$ cat src/rtl/kmeans_nearest_centroid_sse_core_assert.svh
// Assertion macros for the k-means error core.
`ifndef KMEANS_NEAREST_CENTROID_SSE_CORE_ASSERT_SVH
`define KMEANS_NEAREST_CENTROID_SSE_CORE_ASSERT_SVH

`ifndef SYNTH
`define KNC_ASSERT_ALWAYS(lbl, expr) \
  lbl: assert property (@(posedge clk_i) disable iff (!rst_ni) (expr)) \
    else $error("check failed");
`define KNC_ASSERT_IMPL(lbl, ante, cons) \
  lbl: assert property (@(posedge clk_i) disable iff (!rst_ni) (ante) |-> (cons)) \
    else $error("check failed");
`else
`define KNC_ASSERT_ALWAYS(lbl, expr)
`define KNC_ASSERT_IMPL(lbl, ante, cons)
`endif

`endif

$ cat src/rtl/knc_pkg.sv
`default_nettype none
package knc_pkg;
  localparam int CIDX_W = 4;
  localparam int EIDX_W = 10;
  localparam int VAL_W = 16;
  localparam int SQ_W = 32;
  localparam int ACC_W = 43;
  localparam int SUM_W = 64;
  localparam int CFGK_W = 5;
  localparam int CFGD_W = 11;
  localparam int CFG_IDX_W = 1;
  localparam int CFG_DATA_W = 11;

  localparam logic [CFG_IDX_W-1:0] CFG_CENTROIDS = 1'b0;
  localparam logic [CFG_IDX_W-1:0] CFG_DIMS = 1'b1;

  localparam logic [1:0] KIND_LOAD = 2'd0;
  localparam logic [1:0] KIND_DATA = 2'd1;
  localparam logic [1:0] KIND_DROP = 2'd2;

  typedef struct packed {
    logic [1:0]        kind;
    logic [CIDX_W-1:0] cidx;
    logic [EIDX_W-1:0] eidx;
    logic [VAL_W-1:0]  val;
    logic              last;
  } knc_item_t;

  typedef struct packed {
    logic [1:0] fill;
  } knc_front_stat_t;

  typedef struct packed {
    logic busy;
  } knc_back_stat_t;
endpackage
`default_nettype wire

$ cat src/rtl/knc_front.sv
`default_nettype none
module knc_front #(
  parameter int MAX_CENTROIDS = 16,
  parameter int MAX_DIMS = 1024
) (
  input  wire logic                          clk_i,
  input  wire logic                          rst_ni,
  input  wire logic                          in_valid_i,
  output logic                               in_ready_o,
  input  wire logic                          action_i,
  input  wire logic [knc_pkg::CIDX_W-1:0]    centroid_index_i,
  input  wire logic [knc_pkg::EIDX_W-1:0]    element_index_i,
  input  wire logic [knc_pkg::VAL_W-1:0]     element_value_i,
  input  wire logic                          last_in_set_i,
  output logic                               item_valid_o,
  input  wire logic                          item_ready_i,
  output knc_pkg::knc_item_t                 item_o,
  output knc_pkg::knc_front_stat_t           stat_o
);
  import knc_pkg::*;

  knc_item_t  slot_q [2];
  knc_item_t  new_item;
  logic       wr_ptr_q, rd_ptr_q;
  logic [1:0] fill_q;
  logic       push, pop, in_range;

  always_comb begin
    in_range = (32'(centroid_index_i) < MAX_CENTROIDS) && (32'(element_index_i) < MAX_DIMS);
    new_item.cidx = centroid_index_i;
    new_item.eidx = element_index_i;
    new_item.val  = element_value_i;
    new_item.last = last_in_set_i;
    if (action_i) begin
      new_item.kind = KIND_DATA;
    end else if (in_range) begin
      new_item.kind = KIND_LOAD;
    end else begin
      new_item.kind = KIND_DROP;
    end
  end

  assign in_ready_o   = (fill_q != 2'd2);
  assign item_valid_o = (fill_q != 2'd0);
  assign item_o       = slot_q[rd_ptr_q];
  assign push         = in_valid_i && in_ready_o;
  assign pop          = item_valid_o && item_ready_i;
  assign stat_o.fill  = fill_q;

  always_ff @(posedge clk_i) begin
    if (push) begin
      slot_q[wr_ptr_q] <= new_item;
    end
  end

  always_ff @(posedge clk_i or negedge rst_ni) begin
    if (!rst_ni) begin
      wr_ptr_q <= 1'b0;
      rd_ptr_q <= 1'b0;
      fill_q   <= 2'd0;
    end else begin
      if (push) wr_ptr_q <= ~wr_ptr_q;
      if (pop) rd_ptr_q <= ~rd_ptr_q;
      if (push && !pop) begin
        fill_q <= fill_q + 2'd1;
      end else if (pop && !push) begin
        fill_q <= fill_q - 2'd1;
      end
    end
  end
endmodule
`default_nettype wire

$ cat config.mk
export PLATFORM = sky130hd
export DESIGN_NAME = knc_front
export DESIGN_NICKNAME = d
export VERILOG_FILES = /design/src/rtl/kmeans_nearest_centroid_sse_core_assert.svh /design/src/rtl/knc_pkg.sv /design/src/rtl/knc_front.sv
export SDC_FILE = /design/constraint.sdc
export NUM_CORES = 1
export LEC_CHECK = 0
export BUFFER_PORTS_ARGS = -buffer_cell sky130_fd_sc_hd__buf_4
export CAP_MARGIN = 30
export CELL_PAD_IN_SITES_DETAIL_PLACEMENT = 1
export CELL_PAD_IN_SITES_GLOBAL_PLACEMENT = 1
export CORE_MARGIN = 4
export CORE_UTILIZATION = 36
export DETAILED_ROUTE_END_ITERATION = 16
export MAX_ROUTING_LAYER = met4
export PLACE_DENSITY = 0.78
export SYNTH_ARGS = -nofsm -noshare
export SYNTH_HDL_FRONTEND = slang
export SYNTH_SLANG_ARGS = --single-unit
$ cat constraint.sdc
create_clock -name clk_i -period 3.3 [get_ports clk_i]
set_input_delay 0.165 -clock clk_i [delete_from_list [all_inputs] [get_ports clk_i]]
set_output_delay 0.165 -clock clk_i [all_outputs]
set_load 0.02 [all_outputs]
## After elaboration in Yosys (flattened, before gate mapping)

Memories as Yosys holds them, arrays and structs flattened.
Index checks and enable logic that the tools add are counted.

| operators by class | value |
|---|---|
| add/sub/neg operators | 2 |
| $mul | 0 |
| div/mod/pow operators | 0 |
| order comparisons | 0 |
| eq/ne operators | 1 |
| shift-type cells | 0 |
| muxes and demuxes | 5 |
| bitwise operators | 2 |
| reductions and logical operators | 8 |

Operator list:

| operator | number |
|---|---|
| logical AND 1 bit | 4 |
| two-way mux 2 bit | 2 |
| nonzero test 2 bit | 2 |
| two-way mux 1 bit | 3 |
| adder 2 x 1 -> 2 bit, second input constant | 1 |
| zero test 1 bit | 2 |
| inequality test 2 bit, second input constant | 1 |
| inverter 1 bit | 2 |
| subtractor 2 x 1 -> 2 bit, second input constant | 1 |

| storage, ports and cells | value |
|---|---|
| bits in registers | 4 |
| bits in latches | 0 |
| bits in writable memories | 64 |
| bits in read-only memories | 0 |
| input bits | 36 |
| word-level logic and storage cells | 22 |
| memories kept | 1 |

Memory list:

| memory | words | width | read ports | clocked after memory_dff | write ports | RTL line | source |
|---|---|---|---|---|---|---|---|
| slot_q | 2 | 32 | 1 | 0 | 1 | knc_front.sv:22 | `knc_item_t slot_q [2];` |

## Longest topological paths before layout

| logic depth | value |
|---|---|
| word-level depth | 6 |
| gate-level depth with buffers | 7 |
| mapped depth without buffers | 7 |

## Least setup slack after synthesis

OpenSTA, ideal clock, no wires.

| timing | value |
|---|---|
| path type | register to register |
| start | register fill_q[0] (netlist: stat_o[0]) |
| end | memory slot_q[0][0] (netlist bit), enable pin |
| setup time | 0.421 ns |
| data arrival time | 2.305 ns |
| required time | 2.879 ns |
| setup slack | 0.574 ns |
| cell stages (with the launch flop) | 4 |
| path buffers | 0 |
| cells stage by stage | dfrtp_1 > nand2b_1 > nand2_1 > nor2_1 |

| between the ends | value |
|---|---|
| cells in the longest elaborated chain, start to end | 4 |

Ends and longest elaborated chain:

| item | RTL line | source |
|---|---|---|
| start: declaration | knc_front.sv:25 | `logic [1:0] fill_q;` |
| start signal: assignment | knc_front.sv:65 | `fill_q <= fill_q + 2'd1;` |
| start signal: assignment | knc_front.sv:67 | `fill_q <= fill_q - 2'd1;` |
| inequality test 2 bit | knc_front.sv:43 | `assign in_ready_o = (fill_q != 2'd2);` |
| named net in_ready_o | knc_front.sv:9 | `output logic in_ready_o,` |
| logical AND 1 bit | knc_front.sv:46 | `assign push = in_valid_i && in_ready_o;` |
| two-way mux 1 bit | knc_front.sv:51 | `if (push) begin` |
| two-way mux 1 bit (implied by the code) | knc_front.sv:52 | `slot_q[wr_ptr_q] <= new_item;` |
| end: declaration | knc_front.sv:22 |  |

The timed path passes the listed nets, and every way through them passes these cells.

## Worst setup path after layout

| timing | value |
|---|---|
| start | register fill_q[0] (netlist: stat_o[0]) |
| end | memory slot_q[0][12] (netlist bit), enable pin |

| between the ends | value |
|---|---|
| cells in the longest elaborated chain, start to end | 4 |

Ends and longest elaborated chain:

| item | RTL line |
|---|---|
| inequality test 2 bit | knc_front.sv:43 |
| logical AND 1 bit | knc_front.sv:46 |
| two-way mux 1 bit | knc_front.sv:51 |
| two-way mux 1 bit (implied by the code) | knc_front.sv:52 |

Every way passes these cells.

==> results.json <==
{
  "crit_path_cell_trace": "nand2b_1 -> nand2_1 -> nor2_4",
  "placedInstanceArea_um2": 3280,
  "clk_pin_slew_ns": 0.07,
  "initial_util_pct": 37.0,
  "cpPeakStageDelay_ns": 0.73,
  "ratio_of_cells_with_drive_above_1_in_the_final_layout_pct": 54.2,
  "power.ir.vdd_worst_uv": 535,
  "rr_startpoint": "stat_o[0]$_DFFE_PN0P_",
  "rr_worst_depth": 3,
  "worst_slack_ns": 1.43,
  "worst_hold_path_type": "primary input to register",
  "rsz0062_at_grt": "false",
  "insertion_delay_ns": 0.33,
  "syn-mean-instance-area_um2": 22.3,
  "worstHoldEndpoint": "slot_q[1][13]$_DFFE_PP_",
  "regArea_um2": 2020,
  "drtAntennaViolNets": 0,
  "leakage_nw": 1.48,
  "timing_hold_violations_final": 0,
  "fmaxAchievable_mhz": 535,
  "layout-area-overhead-vs-synth_pct": 38.1,
  "type_of_element_launching_the_critical_path": "register",
  "num_vias": 1388,
  "drt_total_wl_mm": 5.00,
  "critical_path.max_fanout": 32,
  "global_route_wire_length_before_repair_mm": 7.87,
  "criticalPathCategory": "register to register",
  "syn-cell-area_um2": 2670,
  "timing.critical_path.max_delay_family": "simple AND/OR/NAND/NOR gates",
  "nNetsFinal": 257,
  "setup_tns_ns": 0,
  "fp.coreArea_um2": 7210,
  "drt_iter0_markers": 79,
  "grt_util_all_layers_pct": 12.5,
  "cts_setup_buffers": 0,
  "critical_path_arrival_ns": 1.83,
  "timing.max_slew.rel_slack_pct": 37.6,
  "dr.pass1.iters": 4,
  "setup_violation_total_in_the_final_timing_report": 0,
  "dp.final_hpwl_mm": 3.28,
  "globalRoute.totalOverflow": 0,
  "syn_nets": 157,
  "cp.buffers_inverters": 0,
  "die_area_um2": 8860,
  "ys_seq_area_share_pct": 75.7,
  "cts.sink_count": 68,
  "hold_path.startpoint": "element_value_i[12]",
  "fin_util_pct": 51.1,
  "dieHeight_um": 94.1,
  "cellPowerDensity_nw_per_um2": 870,
  "ys_ff_latch": 68,
  "fin_crit_ns": 1.87,
  "portBuffers": 71,
  "synthesis.instances": 120,
  "first_global_vias": 1514,
  "synthDistinctLibCells": 18,
  "die_x_um": 94.1,
  "ys_warn_count": 0,
  "total_area_of_multi_input_combinational_cells_um2": 573,
  "place.gp.congestion": 0.643,
  "grt_max_degree": 33,
  "crit-reg2reg-capture": "slot_q[0][12]$_DFFE_PP_",
  "final_min_period_over_clock_period_pct": 56.6,
  "finalMaxSlewViolations": 0,
  "result_of_the_run": "finished, final reports clean",
  "floorplan.io_pins": 73,
  "cts-htree-levels": 3,
  "rrSetupSlack_ns": 1.43,
  "vias_per_cell": 4.28,
  "clockBufferDepth": 2,
  "tritoncts": "done",
  "worst_path_max_delay_cell": "sky130_fd_sc_hd__nor2_4",
  "cts-resized-gates": 0,
  "timing.max_cap.violations": 0,
  "final_worst_hold_slack_ns": 0.0200,
  "pre_cts_slack_ns": 1.38,
  "mostFrequentLayoutCells": "sky130_fd_sc_hd__buf_4 (72), sky130_fd_sc_hd__edfxtp_1 (64), sky130_fd_sc_hd__mux2_4 (29)",
  "cts.root.buffer_cell": "sky130_fd_sc_hd__clkbuf_8",
  "largest_clock_skew_in_the_final_design_ns": 0.00642,
  "kind_of_capture_point_of_the_worst_setup_path": "register",
  "min_path_cells": 1,
  "antenna_found_initial": 0,
  "drc_errors": 0,
  "cts_made_buffers": 9,
  "worstMarginPinSlew_ns": 0.934,
  "wl_per_cell_um": 15.4,
  "holdBufCountCts": 20,
  "finish.instance_area_um2": 3690,
  "core.rowCount": 31,
  "required_ns": 3.26,
  "nFillCells": 715,
  "layout_commonest_cell": "sky130_fd_sc_hd__buf_4",
  "antenna-diode-count": 0
}
-- power breakdown --
group / switching, mW / internal, mW / leakage, nW / total [mW]
sequential: 0.0995 / 1.19 / 0.640 / 1.29
clock: 0.303 / 0.345 / 0.0943 / 0.647
combinational: 0.630 / 0.641 / 0.747 / 1.27
total: 1.03 / 2.17 / 1.48 / 3.21
-- kinds of logic (layout without fill, tap and decap cells) --
logic type	Yosys count	count (layout)	synth area share, %
xor gates and xnor gates	5	5	1.64
adders and majority gates	1	1	0.469
buffers and inverters	6	111	3.09
DFF	68	68	75.7
muxes	32	32	17.6
other	1	1	0.140
and+or+nand+nor	7	7	1.36
-- synth_stat cells (all sizes together) --
| master | n | share of area, % |
|---|---|---|
| buf | 5 | 3.0 |
| inv | 1 | 0.14 |
| nor2 | 2 | 0.28 |
| nand2 | 2 | 0.37 |
| edfxtp | 64 | 72 |
| ha | 1 | 0.47 |
| xnor2 | 3 | 0.98 |
| mux2 | 32 | 18 |
| conb | 1 | 0.14 |
| nand2b | 1 | 0.23 |
| and3 | 1 | 0.23 |
| dfrtp | 4 | 3.7 |
| or2 | 1 | 0.23 |
| xor2 | 2 | 0.66 |
-- routing by layer --
layer,share of wire [%],GRT usage [%]
met5,0,-
met4,1.4,6.86
met3,7.5,4.01
met2,49,19.2
met1,42,14.5
-- stage by stage --
step	total power, mW	std cells
after floorplan	2.18	120
after detailed placement	2.58	287
after CTS	3.27	323
after global placement	2.54	286
after global routing	3.38	324
final	3.21	324
-- registers in the layout, indices dropped and copies added (netlist names) --
signal,count
wr_ptr_q,1
stat_o,2
slot_q,64
rd_ptr_q,1
-- worst reg2reg max path, delay by kind of cell, from the launching register on --
family,cells,cell delay (ns)
DFF,1,0.43
and+or+nand+nor,3,1.05
-- how the worst max path moves through the flow --
stage                          start                 endpoint  slack [ns]  depth (start not counted)
3_3_place_gp   stat_o[0]$_DFFE_PN0P_   slot_q[0][1]$_DFFE_PP_        1.47                          3
6_report       stat_o[0]$_DFFE_PN0P_  slot_q[0][12]$_DFFE_PP_        1.43                          3
3_5_place_dp   stat_o[0]$_DFFE_PN0P_   slot_q[0][1]$_DFFE_PP_        1.38                          3
2_1_floorplan  stat_o[0]$_DFFE_PN0P_   slot_q[0][0]$_DFFE_PP_        0.57                          3
5_1_grt        stat_o[0]$_DFFE_PN0P_  slot_q[0][18]$_DFFE_PP_        1.24                          3
4_1_cts        stat_o[0]$_DFFE_PN0P_  slot_q[0][18]$_DFFE_PP_        1.37                          3
-- cell type report --
class / instances / area share (%)
clock buffers: 9 / 3.36
repair buffers: 94 / 20.9
inverters: 1 / 0.102
flip-flops and latches: 68 / 54.9
clock inverters: 7 / 1.83
well taps: 99 / 3.36
multi-input cells: 46 / 15.5
Power figures use the tool's default switching activity.
